### config.mk
export PLATFORM = sky130hd
export DESIGN_NAME = bus_lease_handshake_arbiter
export DESIGN_NICKNAME = d
export VERILOG_FILES = /design/src/blha_pkg.sv /design/src/blha_core.sv /design/src/bus_lease_handshake_arbiter.sv
export SDC_FILE = /design/constraint.sdc
export NUM_CORES = 1
export LEC_CHECK = 0
export BUFFER_PORTS_ARGS = -buffer_cell sky130_fd_sc_hd__buf_2
export CAP_MARGIN = 10
export CORE_MARGIN = 2
export CORE_UTILIZATION = 47
export DETAILED_ROUTE_END_ITERATION = 8
export PLACE_DENSITY = 0.67
export SYNTH_ARGS = -nofsm -noshare
export SYNTH_HDL_FRONTEND = slang
export SYNTH_HIERARCHICAL = 1
export SYNTH_SLANG_ARGS = --single-unit
### constraint.sdc
create_clock -name clk -period 7.7 [get_ports clk]
set_input_delay 0 -clock clk [delete_from_list [all_inputs] [get_ports clk]]
set_output_delay 0 -clock clk [all_outputs]
set_load 0.02 [all_outputs]
### src/blha_pkg.sv
// ----------------------------------------------------------------------------
// Bus lease handshake arbiter package
// Mode encoding, response codes, command codes and the result record.
// ----------------------------------------------------------------------------
package blha_pkg;

  // lease mode, one-hot
  typedef enum logic [2:0] {
    MODE_FATAL  = 3'b001,
    MODE_ACTIVE = 3'b010,
    MODE_PAUSED = 3'b100
  } mode_t;

  // item kind carried on in_tuser
  localparam logic OP_BOOT    = 1'b0;
  localparam logic OP_SERVICE = 1'b1;

  // request commands
  localparam logic [1:0] CMD_NONE    = 2'd0;
  localparam logic [1:0] CMD_ACQUIRE = 2'd1;
  localparam logic [1:0] CMD_RELEASE = 2'd2;
  localparam logic [1:0] CMD_CANCEL  = 2'd3;

  // response states
  localparam logic [2:0] RS_RESET    = 3'd0;
  localparam logic [2:0] RS_FATAL    = 3'd1;
  localparam logic [2:0] RS_ACTIVE   = 3'd2;
  localparam logic [2:0] RS_REJECTED = 3'd3;
  localparam logic [2:0] RS_QUIESCED = 3'd4;

  // response errors
  localparam logic [1:0] ER_NONE      = 2'd0;
  localparam logic [1:0] ER_BOOT_BUSY = 2'd1;
  localparam logic [1:0] ER_RETAKE    = 2'd2;
  localparam logic [1:0] ER_TIMEOUT   = 2'd3;

  localparam int RESP_EPOCH_W = 32;
  localparam int COUNT_W      = 32;

  // one result item
  typedef struct packed {
    logic                    transfer_allowed;
    logic [COUNT_W-1:0]      transition_total;
    logic [RESP_EPOCH_W-1:0] resp_epoch;
    logic                    resp_restored;
    logic [1:0]              resp_error;
    logic [2:0]              resp_state;
    logic                    published;
    logic                    service_return;
  } res_t;

endpackage

### src/blha_core.sv
// ----------------------------------------------------------------------------
// Bus lease handshake arbiter step logic
// Combinational next-state and result for one boot or service item.
// ----------------------------------------------------------------------------
module blha_core #(
  parameter int EPOCH_BITS = 32
) (
  input  logic                            opcode,
  input  logic                            take_ok,
  input  logic                            owns_sem,
  input  logic                            header_valid,
  input  logic [31:0]                     req_epoch,
  input  logic [1:0]                      command,
  input  logic                            quiesce_ok,
  input  blha_pkg::mode_t                 mode,
  input  logic [EPOCH_BITS-1:0]           cur_epoch,
  input  logic [blha_pkg::COUNT_W-1:0]    trans_cnt,
  input  logic [EPOCH_BITS-1:0]           last_epoch,
  input  logic [2:0]                      last_state,
  input  logic                            last_restored,
  output blha_pkg::mode_t                 mode_nxt,
  output logic [EPOCH_BITS-1:0]           cur_epoch_nxt,
  output logic [blha_pkg::COUNT_W-1:0]    trans_cnt_nxt,
  output logic [EPOCH_BITS-1:0]           last_epoch_nxt,
  output logic [2:0]                      last_state_nxt,
  output logic                            last_restored_nxt,
  output blha_pkg::res_t                  res
);

  logic [EPOCH_BITS-1:0] ep;
  logic [31:0]           resp_ep;
  logic                  pub;
  logic [1:0]            err;
  logic                  ret;
  logic                  owned_now;

  // epochs are kept to EPOCH_BITS and reported in 32 bits
  generate
    if (EPOCH_BITS > 32) begin : g_wide
      assign ep      = {{(EPOCH_BITS-32){1'b0}}, req_epoch};
      assign resp_ep = last_epoch_nxt[31:0];
    end else if (EPOCH_BITS == 32) begin : g_same
      assign ep      = req_epoch;
      assign resp_ep = last_epoch_nxt;
    end else begin : g_narrow
      assign ep      = req_epoch[EPOCH_BITS-1:0];
      assign resp_ep = {{(32-EPOCH_BITS){1'b0}}, last_epoch_nxt};
    end
  endgenerate

  always_comb begin
    mode_nxt          = mode;
    cur_epoch_nxt     = cur_epoch;
    trans_cnt_nxt     = trans_cnt;
    last_epoch_nxt    = last_epoch;
    last_state_nxt    = last_state;
    last_restored_nxt = last_restored;
    pub               = 1'b0;
    err               = blha_pkg::ER_NONE;
    ret               = 1'b0;
    owned_now         = owns_sem;

    if (opcode == blha_pkg::OP_BOOT) begin
      cur_epoch_nxt     = '0;
      trans_cnt_nxt     = '0;
      last_epoch_nxt    = '0;
      last_restored_nxt = 1'b0;
      pub               = 1'b1;
      owned_now         = take_ok;
      if (take_ok) begin
        mode_nxt       = blha_pkg::MODE_ACTIVE;
        last_state_nxt = blha_pkg::RS_ACTIVE;
        ret            = 1'b1;
      end else begin
        mode_nxt       = blha_pkg::MODE_FATAL;
        last_state_nxt = blha_pkg::RS_FATAL;
        err            = blha_pkg::ER_BOOT_BUSY;
      end
    end else begin
      case (mode)
        blha_pkg::MODE_ACTIVE: begin
          if (!owns_sem) begin
            // lost the semaphore under us
            mode_nxt          = blha_pkg::MODE_FATAL;
            trans_cnt_nxt     = trans_cnt + 1'b1;
            pub               = 1'b1;
            err               = blha_pkg::ER_RETAKE;
            last_epoch_nxt    = cur_epoch;
            last_state_nxt    = blha_pkg::RS_FATAL;
            last_restored_nxt = 1'b0;
          end else if (!header_valid) begin
            ret = 1'b1;
          end else if (command == blha_pkg::CMD_CANCEL && ep != '0) begin
            ret = 1'b1;
            // repeated cancel of the same epoch publishes nothing
            if (cur_epoch != ep || last_epoch != ep ||
                last_state != blha_pkg::RS_ACTIVE || !last_restored) begin
              cur_epoch_nxt     = ep;
              trans_cnt_nxt     = trans_cnt + 1'b1;
              pub               = 1'b1;
              last_epoch_nxt    = ep;
              last_state_nxt    = blha_pkg::RS_ACTIVE;
              last_restored_nxt = 1'b1;
            end
          end else if (command == blha_pkg::CMD_ACQUIRE && ep != '0 &&
                       ep != cur_epoch) begin
            cur_epoch_nxt     = ep;
            trans_cnt_nxt     = trans_cnt + 1'b1;
            pub               = 1'b1;
            last_epoch_nxt    = ep;
            last_restored_nxt = 1'b0;
            if (!quiesce_ok) begin
              last_state_nxt = blha_pkg::RS_REJECTED;
              err            = blha_pkg::ER_TIMEOUT;
              ret            = 1'b1;
            end else begin
              mode_nxt       = blha_pkg::MODE_PAUSED;
              last_state_nxt = blha_pkg::RS_QUIESCED;
            end
          end else begin
            ret = 1'b1;
          end
        end
        blha_pkg::MODE_PAUSED: begin
          if (header_valid && ep == cur_epoch && take_ok &&
              (command == blha_pkg::CMD_RELEASE ||
               command == blha_pkg::CMD_CANCEL)) begin
            mode_nxt          = blha_pkg::MODE_ACTIVE;
            trans_cnt_nxt     = trans_cnt + 1'b1;
            pub               = 1'b1;
            last_epoch_nxt    = ep;
            last_state_nxt    = blha_pkg::RS_ACTIVE;
            last_restored_nxt = 1'b1;
            owned_now         = 1'b1;
            ret               = 1'b1;
          end
        end
        default: begin
          // fatal: service items change nothing
        end
      endcase
    end
  end

  always_comb begin
    res.service_return   = ret;
    res.published        = pub;
    res.resp_state       = last_state_nxt;
    res.resp_error       = err;
    res.resp_restored    = last_restored_nxt;
    res.resp_epoch       = resp_ep;
    res.transition_total = trans_cnt_nxt;
    res.transfer_allowed = (mode_nxt == blha_pkg::MODE_ACTIVE) && owned_now;
  end

endmodule

### src/bus_lease_handshake_arbiter.sv
// ----------------------------------------------------------------------------
// Bus lease handshake arbiter
// Result: registered in the output register in the cycle after the input
//   transfer. Throughput: one item per cycle unless out_tready stalls a held
//   result; the next item is taken while a result is being taken, set by the single output register.
// Reset (rst_n low, synchronous): mode fatal, epochs, counter and last
//   response cleared, output register empty.
// ----------------------------------------------------------------------------
module bus_lease_handshake_arbiter #(
  parameter int EPOCH_BITS = 32
) (
  input  logic        clk,
  input  logic        rst_n,
  input  logic        in_tvalid,
  output logic        in_tready,
  // [0] take_ok, [1] owns_sem, [2] header_valid, [34:3] req_epoch,
  // [36:35] command, [37] quiesce_ok, [39:38] zero
  input  logic [39:0] in_tdata,
  // [0] opcode
  input  logic        in_tuser,
  output logic        out_tvalid,
  input  logic        out_tready,
  // [0] service_return, [1] published, [4:2] resp_state, [6:5] resp_error,
  // [7] resp_restored, [39:8] resp_epoch, [71:40] transition_total,
  // [72] transfer_allowed, [79:73] zero
  output logic [79:0] out_tdata
);

  blha_pkg::mode_t                mode_r, mode_nxt;
  logic [EPOCH_BITS-1:0]          cur_epoch_r, cur_epoch_nxt;
  logic [blha_pkg::COUNT_W-1:0]   trans_cnt_r, trans_cnt_nxt;
  logic [EPOCH_BITS-1:0]          last_epoch_r, last_epoch_nxt;
  logic [2:0]                     last_state_r, last_state_nxt;
  logic                           last_restored_r, last_restored_nxt;
  blha_pkg::res_t                 res_nxt, res_r;
  logic                           out_valid_r;
  logic                           in_xfer;

  assign in_tready = !out_valid_r || out_tready;
  assign in_xfer   = in_tvalid && in_tready;

  blha_core #(
    .EPOCH_BITS(EPOCH_BITS)
  ) u_core (
    .opcode           (in_tuser),
    .take_ok          (in_tdata[0]),
    .owns_sem         (in_tdata[1]),
    .header_valid     (in_tdata[2]),
    .req_epoch        (in_tdata[34:3]),
    .command          (in_tdata[36:35]),
    .quiesce_ok       (in_tdata[37]),
    .mode             (mode_r),
    .cur_epoch        (cur_epoch_r),
    .trans_cnt        (trans_cnt_r),
    .last_epoch       (last_epoch_r),
    .last_state       (last_state_r),
    .last_restored    (last_restored_r),
    .mode_nxt         (mode_nxt),
    .cur_epoch_nxt    (cur_epoch_nxt),
    .trans_cnt_nxt    (trans_cnt_nxt),
    .last_epoch_nxt   (last_epoch_nxt),
    .last_state_nxt   (last_state_nxt),
    .last_restored_nxt(last_restored_nxt),
    .res              (res_nxt)
  );

  always_ff @(posedge clk) begin
    if (!rst_n) begin
      mode_r          <= blha_pkg::MODE_FATAL;
      cur_epoch_r     <= '0;
      trans_cnt_r     <= '0;
      last_epoch_r    <= '0;
      last_state_r    <= blha_pkg::RS_RESET;
      last_restored_r <= 1'b0;
      out_valid_r     <= 1'b0;
    end else begin
      if (in_xfer) begin
        mode_r          <= mode_nxt;
        cur_epoch_r     <= cur_epoch_nxt;
        trans_cnt_r     <= trans_cnt_nxt;
        last_epoch_r    <= last_epoch_nxt;
        last_state_r    <= last_state_nxt;
        last_restored_r <= last_restored_nxt;
        out_valid_r     <= 1'b1;
      end else if (out_tready) begin
        out_valid_r     <= 1'b0;
      end
    end
  end

  // result payload, no reset needed
  always_ff @(posedge clk) begin
    if (in_xfer) begin
      res_r <= res_nxt;
    end
  end

  assign out_tvalid = out_valid_r;
  assign out_tdata  = {7'b0, res_r};

  // counter moves by at most one per service item
  a_cnt_step: assert property (@(posedge clk) disable iff (!rst_n)
    in_xfer && in_tuser == blha_pkg::OP_SERVICE |=>
      trans_cnt_r == $past(trans_cnt_r) || trans_cnt_r == $past(trans_cnt_r) + 1'b1)
    else $error("transition counter jumped");

  // boot clears the counter
  a_boot_clear: assert property (@(posedge clk) disable iff (!rst_n)
    in_xfer && in_tuser == blha_pkg::OP_BOOT |=> trans_cnt_r == '0)
    else $error("boot did not clear the counter");

  // state holds without an input transfer
  a_hold: assert property (@(posedge clk) disable iff (!rst_n)
    !in_xfer |=> $stable(mode_r) && $stable(trans_cnt_r) && $stable(cur_epoch_r))
    else $error("state changed without a transfer");

  // a pending result that allows transfers matches the active mode
  a_allow_mode: assert property (@(posedge clk) disable iff (!rst_n)
    out_valid_r && res_r.transfer_allowed |-> mode_r == blha_pkg::MODE_ACTIVE)
    else $error("transfer allowed outside active mode");

  // nothing published means no error code
  a_err_pub: assert property (@(posedge clk) disable iff (!rst_n)
    out_valid_r && !res_r.published |-> res_r.resp_error == blha_pkg::ER_NONE)
    else $error("error reported without a publish");

endmodule
* Word-level counts from Yosys, hierarchy flattened *
Cells that the tools add are included.

operators by class
  add/subtract/negate cells = 1
  multiply operators = 0
  div/mod/pow operators = 0
  order comparisons = 0
  eq/ne operators = 16
  shift operators = 0
  mux-type cells = 77
  bitwise logic cells = 0
  reductions and logical operators = 18

operators with widths
  cell                   count
  $mux 32                21
  $pmux 32 s2            2
  $ne 32x32->1           3
  $mux 3                 15
  $add 32x1->32 const B  1
  $eq 32x32->1           1
  $reduce_bool 32->1     1
  $mux 1                 26
  $mux 2                 8
  $pmux 3 s2             2
  $logic_and 1x1->1      8
  $eq 3x2->1 const B     2
  $pmux 1 s2             3
  $reduce_and 6->1       1
  $logic_or 1x1->1       5
  $eq 2x2->1 const B     2
  $ne 2x2->1 const B     2
  $eq 3x3->1 const B     1
  $ne 3x1->1 const B     1
  $ne 3x2->1 const B     1
  $ne 3x3->1 const B     1
  $eq 2x1->1 const B     1
  $logic_not 1->1        2
  $ne 2x1->1 const B     1
  $reduce_bool 2->1      1

storage, ports and cells
  register bits after elaboration = 177
  bits in latches = 0
  memory bits (writable) = 0
  ROM bits = 0
  output and inout port bits = 82
  word-level logic and storage cells = 127
  memories = 0

* Depth between registers and ports, before layout *
  depth after elaboration = 11
  mapped depth = 13

* Modules after synthesis *
Netlist, hierarchy kept.

modules (own cells, without submodules)
  module                       times used  cells an instance  area an instance (sq um)  sequential area each (sq um)
  bus_lease_handshake_arbiter  1           533                6359.8                    4274.1
  blha_core                    1           586                3701.0                    0.0

* Worst setup path after synthesis *
No wires, ideal clock.

  path kind = register to register
  from = register cur_epoch_r[15]
  to = register res_r (netlist bit out_tdata[2]) (data pin)
  library setup time = 251 ps
  arrival = 2307 ps
  data required time = 7449 ps
  path slack = 5142 ps
  cell stages (with the launch flop) = 11
  path buffers = 2
  period minus slack after synthesis = 2558 ps
  path through = dfxtp_1 -> xor2_1 -> nor4_1 -> nand4_1 -> or2_1 -> buf_6 -> or3_4 -> and2_4 -> a221oi_2 -> nor2_1 -> buf_4

on the way
  word-level cells in the longest chain between the ends = 10

ends and longest elaborated chain
  what                           line                               text
  start: declaration             bus_lease_handshake_arbiter.sv:30  logic [EPOCH_BITS-1:0] cur_epoch_r, cur_epoch_nxt;
  start signal: assignment       bus_lease_handshake_arbiter.sv:79  cur_epoch_r <= cur_epoch_nxt;
  $ne 32x32->1                   blha_core.sv:96, blha_core.sv:106
  $logic_or 1x1->1 (2 in a row)  blha_core.sv:96                    if (cur_epoch != ep || last_epoch != ep ||
  $logic_or 1x1->1               blha_core.sv:97                    last_state != blha_pkg::RS_ACTIVE || !last_restored) begin
  $mux 3                         blha_core.sv:96
  $mux 3                         blha_core.sv:93                    end else if (command == blha_pkg::CMD_CANCEL && ep != '0) begin
  $mux 3                         blha_core.sv:91                    end else if (!header_valid) begin
  $mux 3                         blha_core.sv:82                    if (!owns_sem) begin
  $pmux 3 s2 *                   blha_core.sv:80                    case (mode)
  $mux 3 *                       blha_core.sv:63                    if (opcode == blha_pkg::OP_BOOT) begin
  via last_state_nxt[0]          bus_lease_handshake_arbiter.sv:33  logic [2:0] last_state_r, last_state_nxt;
  end signal: assignment         bus_lease_handshake_arbiter.sv:94  res_r <= res_nxt;
  end: declaration               bus_lease_handshake_arbiter.sv:35  blha_pkg::res_t res_nxt, res_r;

Mark *: on every way through the listed nets, which the timed path passes. The rest lies on a longest branch.
A chain may end at the register's enable or synchronous reset.

* Final worst setup path *
  from = register cur_epoch_r[30]
  to = register last_epoch_r[7]

on the way
  word-level cells in the longest chain between the ends = 10

ends and longest elaborated chain
  what                           line                               text
  $ne 32x32->1                   blha_core.sv:96, blha_core.sv:106
  $logic_or 1x1->1 (2 in a row)  blha_core.sv:96
  $logic_or 1x1->1               blha_core.sv:97
  $mux 32                        blha_core.sv:96
  $mux 32                        blha_core.sv:93
  $mux 32                        blha_core.sv:91
  $mux 32                        blha_core.sv:82
  $pmux 32 s2 *                  blha_core.sv:80
  $mux 32 *                      blha_core.sv:63
  via last_epoch_nxt[7]          bus_lease_handshake_arbiter.sv:32  logic [EPOCH_BITS-1:0] last_epoch_r, last_epoch_nxt;
  end signal: assignment         bus_lease_handshake_arbiter.sv:81  last_epoch_r <= last_epoch_nxt;
  end: declaration               bus_lease_handshake_arbiter.sv:32

Marks and branches as above.

==> metrics.txt <==
outcome finished, final reports clean; CP max FO 65; cts bufs inserted 17; WL/cell 16.8 um; post-layout min period 3710 ps; Post-synth ARST share 0%; RSZ-0062 raised after global routing false; flop-to-flop setup slack 3990 ps; max-slew violations 0; Post-Route WL 24200 um; post-synth cell types 67; crit-path max cell delay 560 ps; clock latency on the worst-skew pair 440 ps; DRC 0; CP Capture Type register; Area growth syn-to-layout 9.54%; CTS tree built; core area 21000 sq um; Max Cap Viol 0; layout cell share with drive strength beyond 1 14.6%; clk sink count 177; CP delay by family, top simple AND/OR/NAND/NOR gates; Leakage 4.00 nW; filler instances 1893; Req. time, crit path 7990 ps; placer's final routability congestion estimate 0.822; Buf/Inv on CP 1; EDFF count, synth 73; M1 WL 10400 um; CP startpoint cur_epoch_r[30]; fin nets 1196; hpwl dp 15300 um; Starting Density 47.9%; first-pass GRT wire length 37800 um; antenna-violating nets left 0; chip height 150 um; largest net degree at the start of global routing 116; post-route clock period utilization 48.1%; PwrDens 190 nW/um^2; CP Cell Sequence xor2_1, nor4_1, nand4_1, or2_1, o211ai_1, buf_4, nand2_4, a222oi_1, nor2_1, nand2_1, mux2i_1; Synthesis Warnings 6; synthesized area 10100 sq um; Crit Path Category reg -> reg; clk slew on worst S/H paths 70 ps; Met3 Routed Length 1440 um; Longest Clk Path Bufs 2; port bufs 117; relative slew slack 20.0%; Slowest-stage cell, CP buf_4; reg2reg end last_epoch_r[7]; sequential element share of the synthesized area 42.5%; Rows 53; first-pass iteration count of the detailed router 7; Worst Setup EP last_epoch_r[7]; FF+latch count, synth 177; die area 22600 sq um; Ports 127; Top FF cell, synth dfxtp_1; vias in the first global route 7104; Final Hold Viols 0; worst slew pin tran 1200 ps; syn_area_per_cell 8.99 sq um; ANT cells 0; global-route usage over all layers 21.5%; worst r2r src cur_epoch_r[30]; worst hold path class in -> reg; vias per cell 5.46; wire length on met2 11800 um; H-tree depth 4; Total Power 2.10 mW; uppermost routed layer met4; # setup viols final 0; Root Buffer clkbuf_16; Syn Inst Count 1119; initial antenna violation count 0; Sum Neg Setup Slack 0 ps; Worst path depth 11; clock skew 8.81 ps; Reg2Reg Depth 11; Max Fclk 270 MHz; most frequent cells in the layout nand2_1, buf_2, dfxtp_1; critical path startpoint category register; most common cell after layout, fill and taps aside nand2_1; Arr. time, crit path 3990 ps; die width 150 um; via count 7855; post-CTS setup buffer count 0; maximum vdd drop 0.121 mV; GRT overflow 0; Initial DRC Count 852
metal layers:
layer	up-vias	track usage, %
li1	3846	-
met1	3725	28.0
met2	251	36.0
met3	33	4.06
met4	0	7.22
met5	-	0
cell families (layout without fill, tap and decap cells):
family                     count (synthesis)  count (layout)  share of synthesized area [%]
AOI/OAI and AO/OA                        121             121                           8.47
xor gates and xnor gates                  89              89                           7.75
adders and majority gates                  1               1                          0.124
buffers and inverters                    157             195                           10.0
DFF                                      177             177                           42.5
muxes                                    102             102                           10.1
other                                      1               7                         0.0373
and+or+nand+nor                          471             471                           21.0
stage by stage:
step | util, % | area [sq um] | instances | hold slack (ps) | setup WS [ps]
3_5_place_dp | 48.1 | 10100 | 1375 | 301 | 4120
2_1_floorplan | - | 10100 | 1125 | 138 | 5140
4_1_cts | 52.4 | 11000 | 1438 | 1.24 | 4070
3_3_place_gp | 48.1 | 10100 | 1375 | 291 | 4170
6_report | 52.4 | 11000 | 1438 | 4.88 | 3990
5_1_grt | 52.4 | 11000 | 1438 | 30.6 | 3820
where the power goes:
group	switching (mW)	internal [mW]	total, mW
clock network	0.381	0.506	0.888
logic	0.138	0.0680	0.206
registers	0.00685	0.995	1.00
total	0.526	1.57	2.10
area by class of cell:
cell class,count,area (sq um),area share (%)
well taps,275,344,3.12
clock inverters,12,128,1.16
repair buffers,154,960,8.71
flip-flops and latches,177,4270,38.8
multi-input cells,791,4810,43.7
clock buffers,20,468,4.25
inverters,9,33.8,0.307
state kept, by name, summed over array words and instances (netlist names):
register / cells
mode_r: 3
trans_cnt_r: 32
last_restored_r: 1
out_tdata: 73
last_epoch_r: 32
last_state_r: 3
cur_epoch_r: 32
out_tvalid: 1
how the worst min path moves through the flow:
stage | slack (ps) | start | depth (start not counted) | to
floorplan | 140 | out_tready | 1 | in_tready
CTS | 1 | in_tdata[21] | 5 | cur_epoch_r[18]
detailed placement | 300 | in_tvalid | 3 | out_tvalid
global route | 30 | in_tdata[1] | 2 | out_tdata[6]
finish | 5 | in_tdata[21] | 5 | cur_epoch_r[18]
global placement | 290 | in_tvalid | 3 | out_tvalid
timing repair:
action	in CTS	in global routing
gates resized for setup	0	0
endpoints found under the hold margin	33	0
hold buffers	31	0
synth_stat cells, types with 3 or more instances:
cell | number | area share (%)
nand2_1 | 275 | 10
dfxtp_1 | 104 | 21
mux2i_1 | 102 | 10
buf_4 | 81 | 6.0
edfxtp_1 | 73 | 22
nor2_1 | 62 | 2.3
xnor2_1 | 52 | 4.5
o21ai_0 | 47 | 2.3
nand3_1 | 45 | 2.2
clkbuf_1 | 37 | 1.4
xor2_1 | 37 | 3.2
a222oi_1 | 18 | 1.8
nor4_1 | 18 | 1.1
buf_2 | 15 | 0.75
a22oi_1 | 14 | 1.0
nand4_1 | 12 | 0.75
buf_6 | 11 | 1.2
nor3_1 | 11 | 0.55
nor3b_1 | 9 | 0.67
inv_1 | 8 | 0.30
a21oi_1 | 6 | 0.30
nor2b_1 | 6 | 0.37
o211ai_1 | 5 | 0.37
o21ai_1 | 5 | 0.25
a31oi_1 | 4 | 0.25
nand2b_1 | 4 | 0.25
or3_1 | 4 | 0.25
and3_1 | 3 | 0.19
nand3b_1 | 3 | 0.22
o211a_1 | 3 | 0.30
worst min-delay path: cells and delay by family:
kind | cells | cell delay, ps
AO/OA/AOI/OAI | 1 | 60
buffers and inverters | 1 | 140
multiplexers | 1 | 70
AND/OR/NAND/NOR | 2 | 110
(Power assumes the default switching activity.)
